File: src/rtl/core/egsp_pkg.sv
// Shared constants, types, the command enum and the status struct for the shortest-path block.
package egsp_pkg;

    localparam int MAX_CITIES = 64;
    localparam int IDX_W      = $clog2(MAX_CITIES);
    localparam int CNT_W      = IDX_W + 1;
    localparam int COORD_W    = 16;
    localparam int DIFF_W     = COORD_W + 1;
    localparam int SQ_W       = 2 * DIFF_W;
    localparam int FRAC_W     = 16;
    localparam int RAD_W      = SQ_W + FRAC_W;
    localparam int ROOT_W     = RAD_W / 2;
    localparam int REM_W      = ROOT_W + 3;
    localparam int STEP_W     = $clog2(ROOT_W + 1);
    localparam int DIST_W     = 32;

    typedef enum logic [1:0] {
        OPC_POS   = 2'd0,
        OPC_ADD   = 2'd1,
        OPC_DEL   = 2'd2,
        OPC_QUERY = 2'd3
    } item_op_t;

    typedef enum logic [4:0] {
        OP_NONE, OP_LOAD, OP_POS_WR,
        OP_ROW_RD_A, OP_ROW_WR_A, OP_ROW_RD_B, OP_ROW_WR_B,
        OP_Q_INIT, OP_SCAN_INIT, OP_SCAN_RD, OP_SCAN_SKIP, OP_SCAN_CMP,
        OP_SETTLE, OP_SETTLE_LATCH, OP_RELAX_RD, OP_NEXT,
        OP_DIFF, OP_SQ, OP_SUM, OP_RELAX_UPD,
        OP_TRACE_INIT, OP_TRACE_DIST, OP_TRACE_STEP, OP_TRACE_NEXT,
        OP_EMIT_RD, OP_EMIT, OP_FAIL
    } dp_op_t;

    typedef struct packed {
        item_op_t item_op;
        logic     road_ok;
        logic     query_ok;
        logic     idx_end;
        logic     cand;
        logic     best_found;
        logic     nbr;
        logic     sqrt_busy;
        logic     reached_dst;
        logic     trace_stop;
        logic     emit_last;
        logic     out_free;
    } egsp_status_t;

endpackage

File: src/rtl/core/egsp_ctrl.sv
// Controller state machine sequencing updates, Dijkstra search, trace and output.
module egsp_ctrl import egsp_pkg::*; (
    input  logic         aclk,
    input  logic         aresetn,
    input  logic         s_tvalid,
    output logic         s_tready,
    input  egsp_status_t status,
    output dp_op_t       cmd
);

    typedef enum logic [22:0] {
        S_IDLE         = 23'd1 << 0,
        S_DISPATCH     = 23'd1 << 1,
        S_ROW_RD_A     = 23'd1 << 2,
        S_ROW_WR_A     = 23'd1 << 3,
        S_ROW_RD_B     = 23'd1 << 4,
        S_ROW_WR_B     = 23'd1 << 5,
        S_Q_INIT       = 23'd1 << 6,
        S_SCAN         = 23'd1 << 7,
        S_SCAN_CMP     = 23'd1 << 8,
        S_SETTLE_LATCH = 23'd1 << 9,
        S_RELAX_CHK    = 23'd1 << 10,
        S_RELAX_DIFF   = 23'd1 << 11,
        S_RELAX_SQ     = 23'd1 << 12,
        S_RELAX_SUM    = 23'd1 << 13,
        S_RELAX_SQRT   = 23'd1 << 14,
        S_RELAX_UPD    = 23'd1 << 15,
        S_TRACE_START  = 23'd1 << 16,
        S_TRACE_DIST   = 23'd1 << 17,
        S_TRACE_STEP   = 23'd1 << 18,
        S_TRACE_NEXT   = 23'd1 << 19,
        S_EMIT_RD      = 23'd1 << 20,
        S_EMIT_OUT     = 23'd1 << 21,
        S_FAIL_OUT     = 23'd1 << 22
    } state_t;

    state_t state_reg, state_next;

    always_ff @(posedge aclk) begin
        if (!aresetn) begin
            state_reg <= S_IDLE;
        end else begin
            state_reg <= state_next;
        end
    end

    assign s_tready = (state_reg == S_IDLE);

    always_comb begin
        state_next = state_reg;
        cmd        = OP_NONE;
        unique case (state_reg)
            S_IDLE: begin
                if (s_tvalid) begin
                    cmd        = OP_LOAD;
                    state_next = S_DISPATCH;
                end
            end
            S_DISPATCH: begin
                unique case (status.item_op)
                    OPC_POS: begin
                        cmd        = OP_POS_WR;
                        state_next = S_IDLE;
                    end
                    OPC_ADD, OPC_DEL: begin
                        state_next = status.road_ok ? S_ROW_RD_A : S_IDLE;
                    end
                    default: begin
                        state_next = status.query_ok ? S_Q_INIT : S_FAIL_OUT;
                    end
                endcase
            end
            S_ROW_RD_A: begin
                cmd        = OP_ROW_RD_A;
                state_next = S_ROW_WR_A;
            end
            S_ROW_WR_A: begin
                cmd        = OP_ROW_WR_A;
                state_next = S_ROW_RD_B;
            end
            S_ROW_RD_B: begin
                cmd        = OP_ROW_RD_B;
                state_next = S_ROW_WR_B;
            end
            S_ROW_WR_B: begin
                cmd        = OP_ROW_WR_B;
                state_next = S_IDLE;
            end
            S_Q_INIT: begin
                cmd        = OP_Q_INIT;
                state_next = S_SCAN;
            end
            S_SCAN: begin
                if (status.idx_end) begin
                    if (status.best_found) begin
                        cmd        = OP_SETTLE;
                        state_next = S_SETTLE_LATCH;
                    end else begin
                        state_next = S_TRACE_START;
                    end
                end else if (status.cand) begin
                    cmd        = OP_SCAN_RD;
                    state_next = S_SCAN_CMP;
                end else begin
                    cmd = OP_SCAN_SKIP;
                end
            end
            S_SCAN_CMP: begin
                cmd        = OP_SCAN_CMP;
                state_next = S_SCAN;
            end
            S_SETTLE_LATCH: begin
                cmd        = OP_SETTLE_LATCH;
                state_next = S_RELAX_CHK;
            end
            S_RELAX_CHK: begin
                if (status.idx_end) begin
                    cmd        = OP_SCAN_INIT;
                    state_next = S_SCAN;
                end else if (status.nbr) begin
                    cmd        = OP_RELAX_RD;
                    state_next = S_RELAX_DIFF;
                end else begin
                    cmd = OP_NEXT;
                end
            end
            S_RELAX_DIFF: begin
                cmd        = OP_DIFF;
                state_next = S_RELAX_SQ;
            end
            S_RELAX_SQ: begin
                cmd        = OP_SQ;
                state_next = S_RELAX_SUM;
            end
            S_RELAX_SUM: begin
                cmd        = OP_SUM;
                state_next = S_RELAX_SQRT;
            end
            S_RELAX_SQRT: begin
                if (!status.sqrt_busy) begin
                    state_next = S_RELAX_UPD;
                end
            end
            S_RELAX_UPD: begin
                cmd        = OP_RELAX_UPD;
                state_next = S_RELAX_CHK;
            end
            S_TRACE_START: begin
                if (status.reached_dst) begin
                    cmd        = OP_TRACE_INIT;
                    state_next = S_TRACE_DIST;
                end else begin
                    state_next = S_FAIL_OUT;
                end
            end
            S_TRACE_DIST: begin
                cmd        = OP_TRACE_DIST;
                state_next = S_TRACE_STEP;
            end
            S_TRACE_STEP: begin
                cmd        = OP_TRACE_STEP;
                state_next = status.trace_stop ? S_EMIT_RD : S_TRACE_NEXT;
            end
            S_TRACE_NEXT: begin
                cmd        = OP_TRACE_NEXT;
                state_next = S_TRACE_STEP;
            end
            S_EMIT_RD: begin
                cmd        = OP_EMIT_RD;
                state_next = S_EMIT_OUT;
            end
            S_EMIT_OUT: begin
                if (status.out_free) begin
                    cmd        = OP_EMIT;
                    state_next = status.emit_last ? S_IDLE : S_EMIT_RD;
                end
            end
            S_FAIL_OUT: begin
                if (status.out_free) begin
                    cmd        = OP_FAIL;
                    state_next = S_IDLE;
                end
            end
            default: begin
                state_next = S_IDLE;
            end
        endcase
    end

endmodule

File: config.mk
export PLATFORM = sky130hd
export DESIGN_NAME = egsp_ctrl
export DESIGN_NICKNAME = d
export VERILOG_FILES = /design/src/rtl/core/egsp_pkg.sv /design/src/rtl/core/egsp_ctrl.sv
export SDC_FILE = /design/constraint.sdc
export NUM_CORES = 1
export LEC_CHECK = 0
export BUFFER_PORTS_ARGS = -buffer_cell sky130_fd_sc_hd__buf_2
export CORE_ASPECT_RATIO = 0.8
export CORE_UTILIZATION = 40
export CTS_BUF_LIST = sky130_fd_sc_hd__clkbuf_2
export CTS_CLUSTER_DIAMETER = 60
export DETAILED_ROUTE_END_ITERATION = 10
export HOLD_SLACK_MARGIN = 0.15
export SLEW_MARGIN = 20
export SYNTH_ARGS = -nofsm -noshare
export SYNTH_HDL_FRONTEND = slang
export SYNTH_SLANG_ARGS = --single-unit
File: constraint.sdc
create_clock -name aclk -period 3.45 [get_ports aclk]
set_clock_uncertainty 0.15 [all_clocks]
set_input_delay 0.5175 -clock aclk [delete_from_list [all_inputs] [get_ports aclk]]
set_output_delay 0.5175 -clock aclk [all_outputs]
set_load 0.03 [all_outputs]
==> summary.txt <==
Status - complete, no violations
Vias in the first global route - 1492
Post-Place Setup Slack - 0.423 ns
RR Startpoint - state_reg[8]
Mux cell area share after synthesis - 1.26%
Die height - 60.0 um
Share of cells above drive strength 1 - 22.7%
Initial Util - 43.1%
Area of the multi-input gates - 1170 sq um
Syn Area/Cell - 7.71 sq um
Area leader, netlist - dfxtp_1
Fin crit share - 96.1%
All-Layer GR Usage - 22.3%
Leakage power - 0.780 nW
CP startpoint kind - register
Global route total overflow - 0
Reg area - 463 sq um
Asr flop ratio synth - 0%
Syn nets - 236
Hold path startpoint - aresetn
DRC - 0
# rows - 20
Setup WS post-layout - 0.135 ns
Netlist cell types - 49
Vias per std cell - 5.80
DP HPWL - 3680 um
Crit path max fanout - 9
Top_reg_cell synth - dfxtp_1
Clock transition at the registers of the reported paths - 0.22 ns
Post-Synth Simple-Gate Area - 51.0%
Max-slew violation count - 0
CTS Buf Count - 3
Post-Synth XOR/XNOR Area - 4.17%
Post-Route WL - 4720 um
Top post-synthesis cells by count - dfxtp_1 (23), nor2_1 (23), nor3_1 (19)
Initial antenna violation count - 0
Count of state elements after synthesis - 23
Routed WL per cell - 15.9 um
Cell area after synthesis - 1680 sq um
Port bufs - 21
Detailed-route via count - 1724
Max reg flops - 23
CP arrival - 2.65 ns
GPL Wtd Cong - 0.967
Num ports - 22
N_diodes - 0
DIE AREA - 4470 sq um
DR pass1 iterations - 5
Period minus WS final - 3.31 ns
Post-synth top area share - 27.4%
Number of hold violations in the final report - 0
Post-synthesis adder-cell area fraction - 1.49%
DRC marker count from the first detailed-route iteration - 158
H-tree levels - 1
PD cells - 287 nW/um^2
CTS Sinks - 23
Filler instances - 414
Layout Utilization - 49.0%
Max cap viols - 0
Largest family of logic cells by synthesized area - simple AND/OR/NAND/NOR gates
Compound-Gate Fraction of Synth Area - 10.3%
Core area - 3900 sq um
Worst VDD drop - 0.150 mV
Die Wd - 74.5 um
Detail Route Antenna Nets - 0
Post-synth EDFFs - 0
Worst Path Class, Setup - reg2out
Max clock buf depth - 2
Max Clock Freq - 0.302 GHz
Final Setup Violations - 0
Worst-Skew Late Latency - 0.35 ns
Worst-Margin Slew - 0.542 ns
Leading post-synthesis cells by cell area - dfxtp_1 (27%), nor3_1 (5.7%), nor2_1 (5.1%), nor4_1 (3.7%), nand2_1 (3.6%)
Layout Area Growth over Synthesis - 13.8%
Sequential share of the synthesized area - 27.4%
CTS tree - yes
Largest net degree at the start of global routing - 13
Launch point of the critical path - state_reg[16]
Instance count of the mapped netlist - 218
Number of synthesis warnings - 0
Fin nets - 261
First-pass GRT wire length - 7330 um
Critical Path RT - 2.78 ns
Slew margin rel. - 63.0%
Crit. End Element - output pin
Clock root buffer - clkbuf_2
Hold WC Path Type - in2reg
-- cell families (layout without fill, tap and decap cells) --
kind of cell | count (synthesis) | in the layout
XOR/XNOR | 8 | 8
flip-flops | 23 | 23
adder cells (fa/ha/maj) | 2 | 2
multiplexers | 2 | 2
AND/OR/NAND/NOR | 140 | 140
buffers and inverters | 15 | 39
AO/OA/AOI/OAI | 28 | 28
-- area by class of cell --
cell class / count / area share [%]
clock buffer: 4 / 1.05
inverter: 6 / 1.18
multi-input combinational: 180 / 61.2
sequential: 23 / 24.2
tap: 55 / 3.60
timing repair buffer: 29 / 8.76
-- critical path, stage by stage (launching register included) --
cell and delay (ns):
dfxtp_1 0.45, nor4_4 0.40, nand4_1 0.21, or4_1 0.53, nand2_1 0.11, a211oi_1 0.07, and3_1 0.19, nand4_1 0.11
buf_2 0.21
-- through the flow --
step | hold WS [ns] | area, sq um | power, mW | TNS (ns) | instances
finish | 0.210 | 1910 | 0.549 | 0 | 297
global route | 0.157 | 1910 | 0.581 | -0.0169 | 297
CTS | 0.187 | 1870 | 0.542 | 0 | 294
detailed placement | 0.380 | 1840 | 0.428 | 0 | 290
global placement | 0.383 | 1840 | 0.430 | 0 | 290
floorplan | 0.340 | 1680 | 0.390 | 0 | 218
-- layout by cell type, fill, tap and decap left out, drive strengths merged, types with 6 or more instances in the layout --
master,count
a21oi,7
a31oi,6
buf,28
dfxtp,23
nand2,16
nand3,11
nand4,8
nor2,29
nor3,22
nor4,13
o21ai,6
-- repair_timing --
item                                    CTS  global route
hold endpoints to repair                  0             1
pin swaps                                 0             2
endpoints found under the setup margin    1             2
cloned                                    0             0
setup buffers                             0             2
hold buffers                              0             1
gates resized for setup                   1             5
-- report_power, final --
group | switching [mW] | total, mW | internal, mW
registers | 0.00894 | 0.281 | 0.273
logic | 0.0930 | 0.150 | 0.0572
clock network | 0.0864 | 0.117 | 0.0306
-- final timing paths --
| path | end | slack, ns | cells past startpoint |
|---|---|---|---|
| worst max-delay path | cmd[0] | 0.14 | 8 |
| worst min-delay path | state_reg[0] | 0.21 | 2 |
| worst max register to register | state_reg[2] | 0.66 | 7 |
| worst min register to register | state_reg[14] | 0.41 | 1 |
-- layer usage --
metal,wire length (um),global-route usage (%)
met5,0,0
met2,1950,31.4
met4,64,5.12
met1,2360,34.3
met3,354,4.55
No activity file was read; power rests on OpenSTA's default activity.
